[config.mk]
export PLATFORM = sky130hd
export DESIGN_NAME = two_class_job_dispatcher
export DESIGN_NICKNAME = d
export VERILOG_FILES = /design/src/sv/tcjd_pkg.sv /design/src/sv/tcjd_alu.sv /design/src/sv/tcjd_fifo.sv /design/src/sv/tcjd_job_tab.sv /design/src/sv/two_class_job_dispatcher.sv
export SDC_FILE = /design/constraint.sdc
export NUM_CORES = 2
export LEC_CHECK = 0
export ABC_CLOCK_PERIOD_IN_PS = 8600
export BUFFER_PORTS_ARGS = -buffer_cell sky130_fd_sc_hd__buf_2
export CAP_MARGIN = 20
export CORE_UTILIZATION = 55
export DETAILED_ROUTE_END_ITERATION = 8
export GPL_ROUTABILITY_DRIVEN = 0
export GPL_TIMING_DRIVEN = 1
export HOLD_SLACK_MARGIN = 0.15
export PLACE_DENSITY = 0.71
export SYNTH_ARGS = -nofsm -noshare
export SYNTH_HDL_FRONTEND = slang
export SYNTH_SLANG_ARGS = --single-unit
[constraint.sdc]
create_clock -name i_clk -period 8.6 [get_ports i_clk]
set_clock_uncertainty 0.15 [all_clocks]
set_input_delay 0.86 -clock i_clk [delete_from_list [all_inputs] [get_ports i_clk]]
set_output_delay 0.86 -clock i_clk [all_outputs]
set_load 0.01 [all_outputs]
[src/sv/tcjd_pkg.sv]
// Shared constants, field layouts and types of the two-class job dispatcher.
`default_nettype none

package tcjd_pkg;

    localparam int JOB_SLOTS    = 64;
    localparam int OWNER_SLOTS  = 16;
    localparam int COUNTER_BITS = 32;

    localparam int JOB_W  = $clog2(JOB_SLOTS);
    localparam int OWN_W  = $clog2(OWNER_SLOTS);
    localparam int CNT_W  = $clog2(JOB_SLOTS + 1);
    localparam int CTR_W  = COUNTER_BITS;
    localparam int MODE_W = 3;

    // Input item: tdata carries job_id, owner_id, job_hot, again from bit 0 up.
    localparam int IN_FIELDS_W = JOB_W + OWN_W + 2;
    localparam int IN_TDATA_W  = ((IN_FIELDS_W + 7) / 8) * 8;

    // Result item: all twelve fields packed in tdata.
    localparam int OUT_FIELDS_W = 1 + 1 + JOB_W + CNT_W + 1 + 4 * CNT_W + 3 * CTR_W;
    localparam int OUT_TDATA_W  = ((OUT_FIELDS_W + 7) / 8) * 8;

    localparam logic [MODE_W-1:0] MODE_SUBMIT   = MODE_W'(0);
    localparam logic [MODE_W-1:0] MODE_DISPATCH = MODE_W'(1);
    localparam logic [MODE_W-1:0] MODE_FINISH   = MODE_W'(2);
    localparam logic [MODE_W-1:0] MODE_STOP     = MODE_W'(3);
    localparam logic [MODE_W-1:0] MODE_INIT     = MODE_W'(4);

    typedef enum logic [2:0] {
        ALU_PASS,
        ALU_INC,
        ALU_DEC_SAT,
        ALU_CLR,
        ALU_MAX
    } t_alu_op;

    typedef struct packed {
        logic             push;
        logic             pop;
        logic [JOB_W-1:0] push_job;
    } t_fifo_ctl;

    typedef struct packed {
        logic [OWN_W-1:0] owner;
        logic             hot;
    } t_job_rec;

    typedef struct packed {
        logic             wr_en;
        logic [JOB_W-1:0] wr_addr;
        t_job_rec         wr_rec;
        logic [JOB_W-1:0] rd_addr;
    } t_tab_ctl;

    // Counter operations that one item leaves for the sequencer.
    typedef struct packed {
        t_alu_op pend;
        t_alu_op queued;
        t_alu_op active;
        t_alu_op subm;
        t_alu_op compl;
        t_alu_op disp;
    } t_plan;

endpackage

`default_nettype wire

[src/sv/tcjd_alu.sv]
// Shared counter unit: pass-through, increment, saturating decrement, clear and maximum.
`default_nettype none

module tcjd_alu
    import tcjd_pkg::*;
(
    input  wire t_alu_op           i_op,
    input  wire logic [CTR_W-1:0]  i_a,
    input  wire logic [CTR_W-1:0]  i_b,
    output logic      [CTR_W-1:0]  o_y
);

    always_comb begin
        unique case (i_op)
            ALU_PASS:    o_y = i_a;
            ALU_INC:     o_y = i_a + CTR_W'(1);
            ALU_DEC_SAT: o_y = (i_a == '0) ? '0 : i_a - CTR_W'(1);
            ALU_CLR:     o_y = '0;
            ALU_MAX:     o_y = (i_a > i_b) ? i_a : i_b;
            default:     o_y = i_a;
        endcase
    end

endmodule

`default_nettype wire

[src/sv/tcjd_fifo.sv]
// Circular job queue for one class, with a registered read of the head entry.
`default_nettype none

module tcjd_fifo
    import tcjd_pkg::*;
(
    input  wire                    i_clk,
    input  wire                    i_rst_n,
    input  wire t_fifo_ctl         i_ctl,
    output logic [JOB_W-1:0]       o_head_job,
    output logic [CNT_W-1:0]       o_count
);

    logic [JOB_W-1:0] r_mem [JOB_SLOTS];
    logic [JOB_W-1:0] r_head;
    logic [CNT_W-1:0] r_count;
    logic [JOB_W-1:0] r_head_job;
    logic [JOB_W:0]   tail_sum;
    logic [JOB_W-1:0] tail;

    always_comb begin
        tail_sum = {1'b0, r_head} + (JOB_W + 1)'(r_count);
        if (tail_sum >= (JOB_W + 1)'(JOB_SLOTS)) begin
            tail = JOB_W'(tail_sum - (JOB_W + 1)'(JOB_SLOTS));
        end else begin
            tail = tail_sum[JOB_W-1:0];
        end
    end

    always_ff @(posedge i_clk) begin
        if (!i_rst_n) begin
            r_head  <= '0;
            r_count <= '0;
        end else begin
            if (i_ctl.pop) begin
                r_head <= (r_head == JOB_W'(JOB_SLOTS - 1)) ? '0 : r_head + JOB_W'(1);
            end
            r_count <= r_count + CNT_W'(i_ctl.push) - CNT_W'(i_ctl.pop);
        end
    end

    always_ff @(posedge i_clk) begin
        if (i_ctl.push) begin
            r_mem[tail] <= i_ctl.push_job;
        end
        r_head_job <= r_mem[r_head];
    end

    assign o_head_job = r_head_job;
    assign o_count    = r_count;

    a_no_pop_empty: assert property (@(posedge i_clk) disable iff (!i_rst_n)
        i_ctl.pop |-> (r_count != '0))
        else $error("job queue popped while empty");

    a_no_push_full: assert property (@(posedge i_clk) disable iff (!i_rst_n)
        i_ctl.push |-> (r_count < CNT_W'(JOB_SLOTS)))
        else $error("job queue pushed while full");

endmodule

`default_nettype wire

[src/sv/tcjd_job_tab.sv]
// Per-job record of owner and class, written on submit, with a registered read.
`default_nettype none

module tcjd_job_tab
    import tcjd_pkg::*;
(
    input  wire           i_clk,
    input  wire t_tab_ctl i_ctl,
    output t_job_rec      o_rec
);

    t_job_rec r_mem [JOB_SLOTS];
    t_job_rec r_rd_rec;

    always_ff @(posedge i_clk) begin
        if (i_ctl.wr_en) begin
            r_mem[i_ctl.wr_addr] <= i_ctl.wr_rec;
        end
        r_rd_rec <= r_mem[i_ctl.rd_addr];
    end

    assign o_rec = r_rd_rec;

endmodule

`default_nettype wire

[src/sv/two_class_job_dispatcher.sv]
// Top level of the two-class job dispatcher: sequencer, job state and result register.
// The block is a strict-priority work queue with a hot and a normal job class.
// Requests arrive as items on the slave stream: tuser carries the mode (submit,
// dispatch request, finish step, stop owner, init owner) and tdata the job,
// owner, class and again fields. Every request gives exactly one result item on
// the master stream, carrying the decision flags, the granted job, the
// addressed owner's pending count, the job's busy mark and all statistics.
// One item is handled at a time. After acceptance the sequencer does the flag
// checks and queue access in S_LOOK and the job table read in S_TABLE, and then
// steps through S_CALC, in which a single shared counter unit updates, one per
// cycle, the pending count, queued count and peak, active count and peak, and the
// submitted, completed and dispatched counters. S_OUT then loads the result
// register, and the next item is accepted only after that load. The result waits
// in an output register; while the receiver stalls, the block finishes the next
// item up to the point of loading that register and holds there. A synchronous,
// active-low reset empties both queues, clears all busy, active and stopping
// marks, pending counts and statistics, and drops any result not yet taken; the
// block takes items from the first cycle after reset.
`default_nettype none

module two_class_job_dispatcher
    import tcjd_pkg::*;
(
    input  wire                      i_clk,
    input  wire                      i_rst_n,
    input  wire                      i_s_tvalid,
    output logic                     o_s_tready,
    // job_id, owner_id, job_hot, again (from bit 0 up), zero padded
    input  wire  [IN_TDATA_W-1:0]    i_s_tdata,
    // mode
    input  wire  [MODE_W-1:0]        i_s_tuser,
    output logic                     o_m_tvalid,
    input  wire                      i_m_tready,
    // accepted, grant_valid, grant_job, owner_pending, job_busy, queued_count,
    // queued_max, active_count, active_peak, submitted_count, completed_count,
    // dispatch_count (from bit 0 up), zero padded
    output logic [OUT_TDATA_W-1:0]   o_m_tdata
);

    localparam logic [2:0] S_IDLE  = 3'd0;
    localparam logic [2:0] S_LOOK  = 3'd1;
    localparam logic [2:0] S_TABLE = 3'd2;
    localparam logic [2:0] S_CALC  = 3'd3;
    localparam logic [2:0] S_OUT   = 3'd4;

    localparam logic [2:0] STEP_PEND   = 3'd0;
    localparam logic [2:0] STEP_QUEUED = 3'd1;
    localparam logic [2:0] STEP_QPEAK  = 3'd2;
    localparam logic [2:0] STEP_ACTIVE = 3'd3;
    localparam logic [2:0] STEP_APEAK  = 3'd4;
    localparam logic [2:0] STEP_SUBM   = 3'd5;
    localparam logic [2:0] STEP_COMPL  = 3'd6;
    localparam logic [2:0] STEP_DISP   = 3'd7;

    localparam int PAD_W = OUT_TDATA_W - OUT_FIELDS_W;

    logic [2:0]              r_state;
    logic [2:0]              n_state;
    logic [2:0]              r_step;

    // Latched request.
    logic [MODE_W-1:0]       r_mode;
    logic [JOB_W-1:0]        r_job;
    logic [OWN_W-1:0]        r_own;
    logic                    r_hot;
    logic                    r_again;

    // Job and owner state.
    logic [JOB_SLOTS-1:0]    r_busy;
    logic [JOB_SLOTS-1:0]    r_active;
    logic [OWNER_SLOTS-1:0]  r_stop;
    logic [CNT_W-1:0]        r_pend [OWNER_SLOTS];

    // Statistics.
    logic [CNT_W-1:0]        r_queued;
    logic [CNT_W-1:0]        r_qpeak;
    logic [CNT_W-1:0]        r_act_cnt;
    logic [CNT_W-1:0]        r_apeak;
    logic [CTR_W-1:0]        r_subm;
    logic [CTR_W-1:0]        r_compl;
    logic [CTR_W-1:0]        r_disp;

    // Per-item decisions.
    t_plan                   r_plan;
    logic [OWN_W-1:0]        r_powner;
    logic                    r_pend_rep;
    logic                    r_from_tab;
    logic                    r_fin_act;
    logic                    r_acc;
    logic                    r_gv;
    logic [JOB_W-1:0]        r_grant;
    logic [JOB_W-1:0]        r_jaddr;
    logic                    r_jb_rep;
    logic [CNT_W-1:0]        r_pend_out;

    logic                    r_m_valid;
    logic [OUT_TDATA_W-1:0]  r_m_data;
    logic [OUT_TDATA_W-1:0]  n_m_data;

    t_fifo_ctl               hot_ctl;
    t_fifo_ctl               nrm_ctl;
    logic [JOB_W-1:0]        hot_head;
    logic [JOB_W-1:0]        nrm_head;
    logic [CNT_W-1:0]        hot_cnt;
    logic [CNT_W-1:0]        nrm_cnt;
    t_tab_ctl                tab_ctl;
    t_job_rec                tab_rec;

    t_alu_op                 alu_op;
    logic [CTR_W-1:0]        alu_a;
    logic [CTR_W-1:0]        alu_b;
    logic [CTR_W-1:0]        alu_y;

    logic                    sub_ok;
    logic                    disp_hot;
    logic                    disp_any;
    logic [JOB_W-1:0]        grant_head;
    logic                    requeue;
    logic                    out_free;

    tcjd_fifo u_hot_fifo (
        .i_clk      (i_clk),
        .i_rst_n    (i_rst_n),
        .i_ctl      (hot_ctl),
        .o_head_job (hot_head),
        .o_count    (hot_cnt)
    );

    tcjd_fifo u_nrm_fifo (
        .i_clk      (i_clk),
        .i_rst_n    (i_rst_n),
        .i_ctl      (nrm_ctl),
        .o_head_job (nrm_head),
        .o_count    (nrm_cnt)
    );

    tcjd_job_tab u_job_tab (
        .i_clk (i_clk),
        .i_ctl (tab_ctl),
        .o_rec (tab_rec)
    );

    tcjd_alu u_alu (
        .i_op (alu_op),
        .i_a  (alu_a),
        .i_b  (alu_b),
        .o_y  (alu_y)
    );

    assign o_s_tready = (r_state == S_IDLE);
    assign o_m_tvalid = r_m_valid;
    assign o_m_tdata  = r_m_data;
    assign out_free   = !r_m_valid || i_m_tready;

    // Admission needs a free job and an owner that is open.
    assign sub_ok     = !r_stop[r_own] && !r_busy[r_job];
    assign disp_hot   = (hot_cnt != '0);
    assign disp_any   = disp_hot || (nrm_cnt != '0);
    assign grant_head = disp_hot ? hot_head : nrm_head;
    // A finished quantum with again set goes back to its queue unless its owner is stopping.
    assign requeue    = r_fin_act && r_again && !r_stop[tab_rec.owner];

    always_comb begin
        n_state = r_state;
        unique case (r_state)
            S_IDLE:  if (i_s_tvalid) n_state = S_LOOK;
            S_LOOK:  n_state = S_TABLE;
            S_TABLE: n_state = S_CALC;
            S_CALC:  if (r_step == STEP_DISP) n_state = S_OUT;
            S_OUT:   if (out_free) n_state = S_IDLE;
            default: n_state = S_IDLE;
        endcase
    end

    // Queue pushes and pops, and job table access.
    always_comb begin
        hot_ctl = '0;
        nrm_ctl = '0;
        tab_ctl = '0;
        tab_ctl.wr_addr     = r_job;
        tab_ctl.wr_rec.owner = r_own;
        tab_ctl.wr_rec.hot   = r_hot;
        tab_ctl.rd_addr = (r_mode == MODE_DISPATCH) ? grant_head : r_job;
        hot_ctl.push_job = r_job;
        nrm_ctl.push_job = r_job;
        if (r_state == S_LOOK) begin
            if (r_mode == MODE_SUBMIT && sub_ok) begin
                tab_ctl.wr_en = 1'b1;
                hot_ctl.push  = r_hot;
                nrm_ctl.push  = !r_hot;
            end
            if (r_mode == MODE_DISPATCH && disp_any) begin
                hot_ctl.pop = disp_hot;
                nrm_ctl.pop = !disp_hot;
            end
        end
        if (r_state == S_TABLE && requeue) begin
            hot_ctl.push = tab_rec.hot;
            nrm_ctl.push = !tab_rec.hot;
        end
    end

    // Operand selection for the shared counter unit, one counter per step.
    always_comb begin
        alu_op = ALU_PASS;
        alu_a  = '0;
        alu_b  = '0;
        unique case (r_step)
            STEP_PEND: begin
                alu_op = r_plan.pend;
                alu_a  = CTR_W'(r_pend[r_powner]);
            end
            STEP_QUEUED: begin
                alu_op = r_plan.queued;
                alu_a  = CTR_W'(r_queued);
            end
            STEP_QPEAK: begin
                alu_op = ALU_MAX;
                alu_a  = CTR_W'(r_queued);
                alu_b  = CTR_W'(r_qpeak);
            end
            STEP_ACTIVE: begin
                alu_op = r_plan.active;
                alu_a  = CTR_W'(r_act_cnt);
            end
            STEP_APEAK: begin
                alu_op = ALU_MAX;
                alu_a  = CTR_W'(r_act_cnt);
                alu_b  = CTR_W'(r_apeak);
            end
            STEP_SUBM: begin
                alu_op = r_plan.subm;
                alu_a  = r_subm;
            end
            STEP_COMPL: begin
                alu_op = r_plan.compl;
                alu_a  = r_compl;
            end
            STEP_DISP: begin
                alu_op = r_plan.disp;
                alu_a  = r_disp;
            end
            default: begin
                alu_op = ALU_PASS;
            end
        endcase
    end

    always_comb begin
        n_m_data = {
            {PAD_W{1'b0}},
            r_disp,
            r_compl,
            r_subm,
            r_apeak,
            r_act_cnt,
            r_qpeak,
            r_queued,
            r_jb_rep ? r_busy[r_jaddr] : 1'b0,
            r_pend_out,
            r_grant,
            r_gv,
            r_acc
        };
    end

    // Request fields and the result word need no reset.
    always_ff @(posedge i_clk) begin
        if (r_state == S_IDLE && i_s_tvalid) begin
            r_mode  <= i_s_tuser;
            r_job   <= i_s_tdata[JOB_W-1:0];
            r_own   <= i_s_tdata[JOB_W +: OWN_W];
            r_hot   <= i_s_tdata[JOB_W + OWN_W];
            r_again <= i_s_tdata[JOB_W + OWN_W + 1];
        end
        if (r_state == S_OUT && out_free) begin
            r_m_data <= n_m_data;
        end
    end

    always_ff @(posedge i_clk) begin
        if (!i_rst_n) begin
            r_state    <= S_IDLE;
            r_step     <= STEP_PEND;
            r_busy     <= '0;
            r_active   <= '0;
            r_stop     <= '0;
            for (int i = 0; i < OWNER_SLOTS; i++) begin
                r_pend[i] <= '0;
            end
            r_queued   <= '0;
            r_qpeak    <= '0;
            r_act_cnt  <= '0;
            r_apeak    <= '0;
            r_subm     <= '0;
            r_compl    <= '0;
            r_disp     <= '0;
            r_plan     <= '{ALU_PASS, ALU_PASS, ALU_PASS, ALU_PASS, ALU_PASS, ALU_PASS};
            r_powner   <= '0;
            r_pend_rep <= 1'b0;
            r_from_tab <= 1'b0;
            r_fin_act  <= 1'b0;
            r_acc      <= 1'b0;
            r_gv       <= 1'b0;
            r_grant    <= '0;
            r_jaddr    <= '0;
            r_jb_rep   <= 1'b0;
            r_pend_out <= '0;
            r_m_valid  <= 1'b0;
        end else begin
            r_state <= n_state;
            // The result register fills when an item is done and empties when
            // the receiver takes it.
            if (r_state == S_OUT && out_free) begin
                r_m_valid <= 1'b1;
            end else if (o_m_tvalid && i_m_tready) begin
                r_m_valid <= 1'b0;
            end
            unique case (r_state)
                S_IDLE: begin
                    if (i_s_tvalid) begin
                        r_plan     <= '{ALU_PASS, ALU_PASS, ALU_PASS,
                                        ALU_PASS, ALU_PASS, ALU_PASS};
                        r_powner   <= i_s_tdata[JOB_W +: OWN_W];
                        r_pend_rep <= 1'b0;
                        r_from_tab <= 1'b0;
                        r_fin_act  <= 1'b0;
                        r_acc      <= 1'b0;
                        r_gv       <= 1'b0;
                        r_grant    <= '0;
                        r_jaddr    <= i_s_tdata[JOB_W-1:0];
                        r_jb_rep   <= 1'b0;
                        r_step     <= STEP_PEND;
                    end
                end
                S_LOOK: begin
                    unique case (r_mode)
                        MODE_SUBMIT: begin
                            r_pend_rep <= 1'b1;
                            r_jb_rep   <= 1'b1;
                            if (sub_ok) begin
                                r_busy[r_job] <= 1'b1;
                                r_acc         <= 1'b1;
                                r_plan.pend   <= ALU_INC;
                                r_plan.queued <= ALU_INC;
                                r_plan.subm   <= ALU_INC;
                            end
                        end
                        MODE_DISPATCH: begin
                            if (disp_any) begin
                                r_gv                 <= 1'b1;
                                r_grant              <= grant_head;
                                r_jaddr              <= grant_head;
                                r_jb_rep             <= 1'b1;
                                r_pend_rep           <= 1'b1;
                                r_from_tab           <= 1'b1;
                                r_active[grant_head] <= 1'b1;
                                r_plan.queued        <= ALU_DEC_SAT;
                                r_plan.active        <= ALU_INC;
                                r_plan.disp          <= ALU_INC;
                            end
                        end
                        MODE_FINISH: begin
                            // A finish for a job that is not running changes nothing.
                            r_jb_rep <= 1'b1;
                            if (r_active[r_job]) begin
                                r_fin_act       <= 1'b1;
                                r_from_tab      <= 1'b1;
                                r_pend_rep      <= 1'b1;
                                r_active[r_job] <= 1'b0;
                                r_plan.active   <= ALU_DEC_SAT;
                            end
                        end
                        MODE_STOP: begin
                            r_stop[r_own] <= 1'b1;
                            r_pend_rep    <= 1'b1;
                        end
                        MODE_INIT: begin
                            r_stop[r_own] <= 1'b0;
                            r_pend_rep    <= 1'b1;
                            r_plan.pend   <= ALU_CLR;
                        end
                        default: begin
                            r_pend_rep <= 1'b0;
                        end
                    endcase
                end
                S_TABLE: begin
                    if (r_from_tab) begin
                        r_powner <= tab_rec.owner;
                    end
                    if (r_fin_act) begin
                        if (requeue) begin
                            r_plan.queued <= ALU_INC;
                        end else begin
                            r_busy[r_job] <= 1'b0;
                            r_plan.compl  <= ALU_INC;
                            r_plan.pend   <= ALU_DEC_SAT;
                        end
                    end
                end
                S_CALC: begin
                    r_step <= r_step + 3'd1;
                    unique case (r_step)
                        STEP_PEND: begin
                            r_pend[r_powner] <= alu_y[CNT_W-1:0];
                            r_pend_out       <= r_pend_rep ? alu_y[CNT_W-1:0] : '0;
                        end
                        STEP_QUEUED: r_queued  <= alu_y[CNT_W-1:0];
                        STEP_QPEAK:  r_qpeak   <= alu_y[CNT_W-1:0];
                        STEP_ACTIVE: r_act_cnt <= alu_y[CNT_W-1:0];
                        STEP_APEAK:  r_apeak   <= alu_y[CNT_W-1:0];
                        STEP_SUBM:   r_subm    <= alu_y;
                        STEP_COMPL:  r_compl   <= alu_y;
                        STEP_DISP:   r_disp    <= alu_y;
                        default:     r_disp    <= r_disp;
                    endcase
                end
                S_OUT: begin
                    // The result register is loaded above once it is free.
                end
                default: begin
                    r_step <= STEP_PEND;
                end
            endcase
        end
    end

    a_queued_matches_fifos: assert property (@(posedge i_clk) disable iff (!i_rst_n)
        (r_state == S_IDLE) |-> (r_queued == hot_cnt + nrm_cnt))
        else $error("queued count differs from the queue fill levels");

    a_active_matches_marks: assert property (@(posedge i_clk) disable iff (!i_rst_n)
        (r_state == S_IDLE) |-> ($countones(r_active) == int'(r_act_cnt)))
        else $error("active count differs from the active job marks");

    a_peaks_cover_counts: assert property (@(posedge i_clk) disable iff (!i_rst_n)
        (r_state == S_IDLE) |-> (r_qpeak >= r_queued && r_apeak >= r_act_cnt))
        else $error("a peak value fell below its count");

endmodule

`default_nettype wire

; After elaboration in Yosys (flattened, before gate mapping)
; Memory sizes are Yosys's and may differ from the RTL's. A register that Yosys moved wholly into a read port is not among the register bits.
; Index checks and enable logic that the tools add are counted.
[totals]
memories = 4
ram_bits = 1200
elab_cells = 301
register_bits = 503
output_inout_bits = 146
in_bits = 23
[op_classes]
n_bitwise = 9
magnitude_cmp = 11
n_eq_ne = 43
reduce_logical = 64
mux = 117
add_sub_neg = 13
[mem_list]
columns = name, words, word_bits, read_ports, rd_clocked_by_memory_dff, write_ports, line
row1 = u_hot_fifo.r_mem, 64, 6, 1, 1, 1, tcjd_fifo.sv:14  ; logic [JOB_W-1:0] r_mem [JOB_SLOTS];
row2 = u_nrm_fifo.r_mem, 64, 6, 1, 1, 1, tcjd_fifo.sv:14
row3 = u_job_tab.r_mem, 64, 5, 1, 1, 1, tcjd_job_tab.sv:12  ; t_job_rec r_mem [JOB_SLOTS];
row4 = r_pend, 16, 7, 1, 1, 16, two_class_job_dispatcher.sv:72  ; logic [CNT_W-1:0] r_pend [OWNER_SLOTS];
[ops]
columns = op, count
row1 = 64-bit two-way mux, 6
row2 = 64-bit one-hot mux with 2 select lines, 2
row3 = 32-bit one-hot mux with 6 select lines, 1
row4 = 64-bit bitwise AND, 2
row5 = 64-bit OR, 2
row6 = 32-bit one-hot mux with 4 select lines, 1
row7 = 6-bit two-way mux, 13
row8 = 32-bit two-way mux, 2
row9 = 64-bit inverter, 1
row10 = 3-bit two-way mux, 13
row11 = 1-bit two-way mux, 37
row12 = 6-bit one-hot mux with 2 select lines, 3
row13 = "32-bit by 1-bit adder with 32-bit output, second input constant", 1
row14 = 32-bit by 7-bit greater-than comparator with 1-bit output, 1
row15 = 32-bit logical NOT, 1
row16 = 16-bit one-hot mux with 2 select lines, 1
row17 = "32-bit by 1-bit subtractor with 32-bit output, second input constant", 1
row18 = 3-bit one-hot mux with 2 select lines, 5
row19 = 4-bit AND reduction, 7
row20 = "3-bit by 2-bit equality test with 1-bit output, second input constant", 8
row21 = "2-bit != test, second input constant", 12
row22 = "3-bit equality test, second input constant", 7
row23 = "6-bit by 7-bit < comparator with 1-bit output, second input constant", 3
row24 = 3-bit one-hot mux with 7 select lines, 1
row25 = 50 further kinds, 126

; Depth between registers and ports, before layout
[depth]
word_depth = 10
ltp_mapped = 23
depth_no_buf = 18

; Modules after synthesis
; From an unflattened synthesis, not the netlist that was laid out.
[hier_totals]
cells_unflattened = 5240
hier_area_um2 = 74453.9
[modules_own_cells]
columns = module, cells_per_inst, area_each_um2, seq_area_each_um2, instances
row1 = two_class_job_dispatcher, 2335, 25742.2, 14323.7, 1
row2 = tcjd_fifo (u_nrm_fifo), 872, 16368.2, 11911.4, 1
row3 = tcjd_fifo (u_hot_fifo), 918, 16341.9, 11911.4, 1
row4 = tcjd_job_tab, 610, 12768.5, 9709.3, 1
row5 = tcjd_alu, 505, 3233.1, 0.0, 1

; Least setup slack after synthesis
; No wires, ideal clock.
[synth_timing]
path_kind = input-to-reg
from = in i_m_tready
to = reg r_m_data[0], in the netlist o_m_tdata[0] (enable)
required_time_ns = 7.809
setup_ns = 0.641
arrival_ns = 6.741
cell_stages = 2
slack_ns = 1.069
n_path_buf = 0
path_cell_list = nor2b_1 -> nor2_1
[synth_between]
elab_chain_len = 2
[synth_rtl]
columns = element, line
row1 = from (decl), two_class_job_dispatcher.sv:33  ; input wire i_m_tready,
row2 = 1-bit logical OR, two_class_job_dispatcher.sv:153  ; assign out_free = !r_m_valid || i_m_tready;
row3 = 1-bit logical AND, two_class_job_dispatcher.sv:276  ; if (r_state == S_OUT && out_free) begin
row4 = to (signal assigned), two_class_job_dispatcher.sv:277  ; r_m_data <= n_m_data;
row5 = to (decl), two_class_job_dispatcher.sv:97  ; logic [OUT_TDATA_W-1:0] r_m_data;
; No other way between the ends.
; A chain may end at the register's enable or synchronous reset.

; Worst setup path in the final report
[layout_timing]
from = reg r_step[0]
to = reg r_compl[0]
[layout_between]
elab_chain_len = 6
[layout_rtl]
columns = element, line
row1 = from (decl), two_class_job_dispatcher.sv:59  ; logic [2:0] r_step;
row2 = from (signal assigned), two_class_job_dispatcher.sv:403  ; r_step <= r_step + 3'd1;
row3 = "3-bit equality test, or another cell as far along", two_class_job_dispatcher.sv:208  ; unique case (r_step)
row4 = 2-bit OR reduction (no line), n/a
row5 = 32-bit one-hot mux with 6 select lines, two_class_job_dispatcher.sv:208
row6 = "32-bit by 1-bit subtractor with 32-bit output, or another cell as far along", tcjd_alu.sv:17  ; ALU_DEC_SAT: o_y = (i_a == '0) ? '0 : i_a - CTR_W'(1);
row7 = "32-bit two-way mux, on equally long branches", "tcjd_alu.sv:17, tcjd_alu.sv:19"
row8 = 32-bit one-hot mux with 4 select lines, tcjd_alu.sv:14  ; unique case (i_op)
row9 = to (signal assigned), two_class_job_dispatcher.sv:414  ; STEP_COMPL: r_compl <= alu_y;
row10 = to (decl), two_class_job_dispatcher.sv:80  ; logic [CTR_W-1:0] r_compl;
; Several ways; a longest one is shown, not always the timed one.

==> flow_summary.yaml <==
status:
  status: "finished, final reports clean"
synth:
  netlist_area_mm2: 0.0717
  yosysWarnings: 0
  synth-compound-area-share_pct: 7.31
  synth-seq-cells: 1713
  synth_edf_count: 1355
  synth_top_family_by_area: "multiplexers"
  ys_seq_area_share_pct: 66.7
  synth_cell_types: 99
  ys.flop_type: "edfxtp_1"
  synth_mux_area_share_pct: 14.7
  syn_area_per_cell_um2: 15.3
  synth_xor_area_share_pct: 0.611
  yosys.area_share.adder_pct: 0.897
  synthArstFlopShare_pct: 0
  syn_inst: 4672
  synth_simple_gate_area_share_pct: 7.58
global_routing:
  grt_usage_pct: 26.5
  grt_pass1_vias: 41400
  grt_max_degree: 106
  grt_first_pass_wirelength_um: 262000
  antenna_found_initial: 11
  overflow: 0
worst_setup_path:
  crit_fanout: 25
  worstReg2RegStart: "r_step[0]"
  cp-startpoint: "r_step[0]"
  crit_path_start_kind: "register"
  crit_path_end_kind: "register"
  critPathKind: "register to register"
  crit_required_ns: 9.12
  worstPathArrival_ns: 7.18
die:
  core-area_mm2: 0.129
  die_w_um: 363
  pin_count: 169
  fp-row-count: 132
  initial_core_util_pct: 55.4
  die-area_mm2: 0.132
  die_h_um: 363
timing:
  setup_viol: 0
  final_hold_viol_count: 0
  rsz0062_at_grt: "no"
  drv_slew: 0
  tightestPinTransition_ns: 1.27
  maxSlewHeadroom_pct: 15.2
  max_freq_mhz: 150
  tns_ns: 0
  period_needed_ns: 6.66
  fin_crit_sh_pct: 77.5
hold_path:
  holdCritPathClass: "primary input to register"
  hp-start: "i_s_tuser[2]"
cts:
  clk_pin_slew_worst_paths_ns: 0.06
  clockBufferDepth: 3
  worstSkewPairLatency_ns: 0.81
  cts_buffers: 170
  clock-sinks: 1713
  htreeDepth: 4
  cts_tree: "done"
  post-cts-setup-buffers: 0
  cts_root_buf: "clkbuf_16"
route:
  wl_per_cell_um: 26.2
  detail_route.first_pass.iterations: 6
  wl_um: 175000
  vias_per_cell: 6.48
  first_iter_violations: 5367
  postRouteAntennaNets: 0
  via_count: 43200
  drc: 0
finish:
  nets: 4851
  drive_above_1_share_pct: 20.0
  syn2layout_area_growth_pct: 11.4
place:
  port_buffers: 160
  dp_hpwl_um: 108000
power:
  p_total_mw: 18.0
  power_leakage_nw: 25.9
  p_per_area_mw_per_mm2: 225
  vdd_drop_max_uv: 224
run:
  maxCapViolations: 0
-- synthesized netlist by cell type, types with 22 or more instances --
cell type	count	area (um2)
inv_1	43	161
buf_2	50	250
nor2b_1	22	138
o21ai_0	148	741
edfxtp_1	1355	40700
nor3_1	97	485
and2_1	26	163
clkbuf_1	202	758
a31oi_1	25	156
a32o_1	72	721
nor2_1	458	1720
mux4_2	398	8960
and3_1	34	213
buf_1	55	206
xnor2_1	30	263
nand2_1	282	1060
mux2i_1	142	1420
a311oi_1	63	552
a21oi_1	244	1220
dfxtp_1	358	7170
a22oi_1	22	165
ha_1	45	563
nand3_1	83	415
nand4_1	27	169
-- sequential cells by signal, indices dropped and copies added (netlist names), 64 cells and up, named ones only --
register / flops
u_hot_fifo.r_mem: 384
u_nrm_fifo.r_mem: 384
u_job_tab.r_mem: 320
o_m_tdata: 140
r_pend: 112
r_active: 64
-- worst max-delay path: stages, from the launching register on --
cell,delay [ns]
dfxtp_1,0.40
inv_1,0.09
ha_1,0.20
buf_4,0.25
and2_1,0.53
a222oi_1,0.51
o211ai_1,0.15
nor2b_1,0.49
ha_1,0.36
nor4b_1,0.64
nand4_1,0.26
o21ai_2,0.92
nand3_1,0.18
a22oi_2,1.03
buf_4,0.27
a21oi_1,0.06
-- stage by stage --
step | hold slack [ns] | area, um2 | util, % | worst slack, ns | instances
floorplan | 0.258 | 71700 | - | 1.07 | 4675
global placement | 0.263 | 74100 | 57.2 | 2.19 | 6333
detailed placement | 0.270 | 74100 | 57.2 | 2.17 | 6334
CTS | 0.162 | 79800 | 61.6 | 2.09 | 6662
global route | 0.186 | 79900 | 61.7 | 1.65 | 6667
finish | 0.207 | 79900 | 61.7 | 1.94 | 6668
-- metal layers --
metal	share of wire (%)	GRT usage (%)	routed length, um
met5	0.028	0	49
met2	47	40.5	81300
met1	41	38.6	72100
met3	9.1	4.98	15900
met4	3.0	8.40	5190
-- cell usage in the layout, fill, tap and decap left out, drive strengths merged, types with 11 or more instances in the layout --
cell type and n:
nand4 28, buf 246, a221o 13, nand2 282, a31oi 26, o21ai 155
nor2 460, a311oi 63, nor3b 12, nand3b 11, and2 26, edfxtp 1355
nand3 83, and3 34, mux4 398, nor3 106, mux2 13, dfxtp 358
mux2i 142, clkbuf 226, a21oi 245, xor2 20, or3 19, clkinvlp 11
a32oi 12, ha 45, bufinv 12, clkinv 60, nor4 25, inv 53
dlygate4sd3 12, nand2b 15, a32o 72, a22oi 24, xnor2 30, nor2b 22
a211oi 21, o22ai 21
-- what timing repair did --
item / 4_1_cts / 5_1_grt
hold buffers: 12 / 0
gates resized for setup: 0 / 0
hold endpoints to repair: 12 / 0
-- final cells by class --
| cell class | count | area [um2] |
|---|---|---|
| Tap cell | 1742 | 2180 |
| Antenna cell | 3 | 7.51 |
| Timing Repair Buffer | 258 | 1620 |
| Multi-Input combinational cell | 2590 | 22400 |
| Fill cell | 9435 | 49600 |
| Sequential cell | 1713 | 47900 |
| Clock inverter | 90 | 870 |
| Clock buffer | 226 | 4690 |
| Inverter | 46 | 175 |
-- cells by family after synthesis --
family	Yosys count
AO/OA/AOI/OAI	772
XOR/XNOR	50
adder cells (fa/ha/maj)	49
buffers and inverters	372
flip-flops	1713
multiplexers	553
other	1
AND/OR/NAND/NOR	1162
-- where the power goes --
group | internal [mW] | switching (mW) | total (mW)
Combinational | 0.505 | 1.03 | 1.53
Clock | 4.22 | 3.16 | 7.38
Sequential | 9.01 | 0.0848 | 9.09
Total | 13.7 | 4.27 | 18.0
-- final timing paths --
kind                  endpoint  slack [ns]  cells after the start
hold reg to reg   o_m_tdata[7]        0.28                      0
setup reg to reg    r_compl[0]        1.94                     15
hold / removal       r_mode[2]        0.21                      1
setup / recovery    r_compl[0]        1.94                     15
No activity file was read; power rests on OpenSTA's default activity.
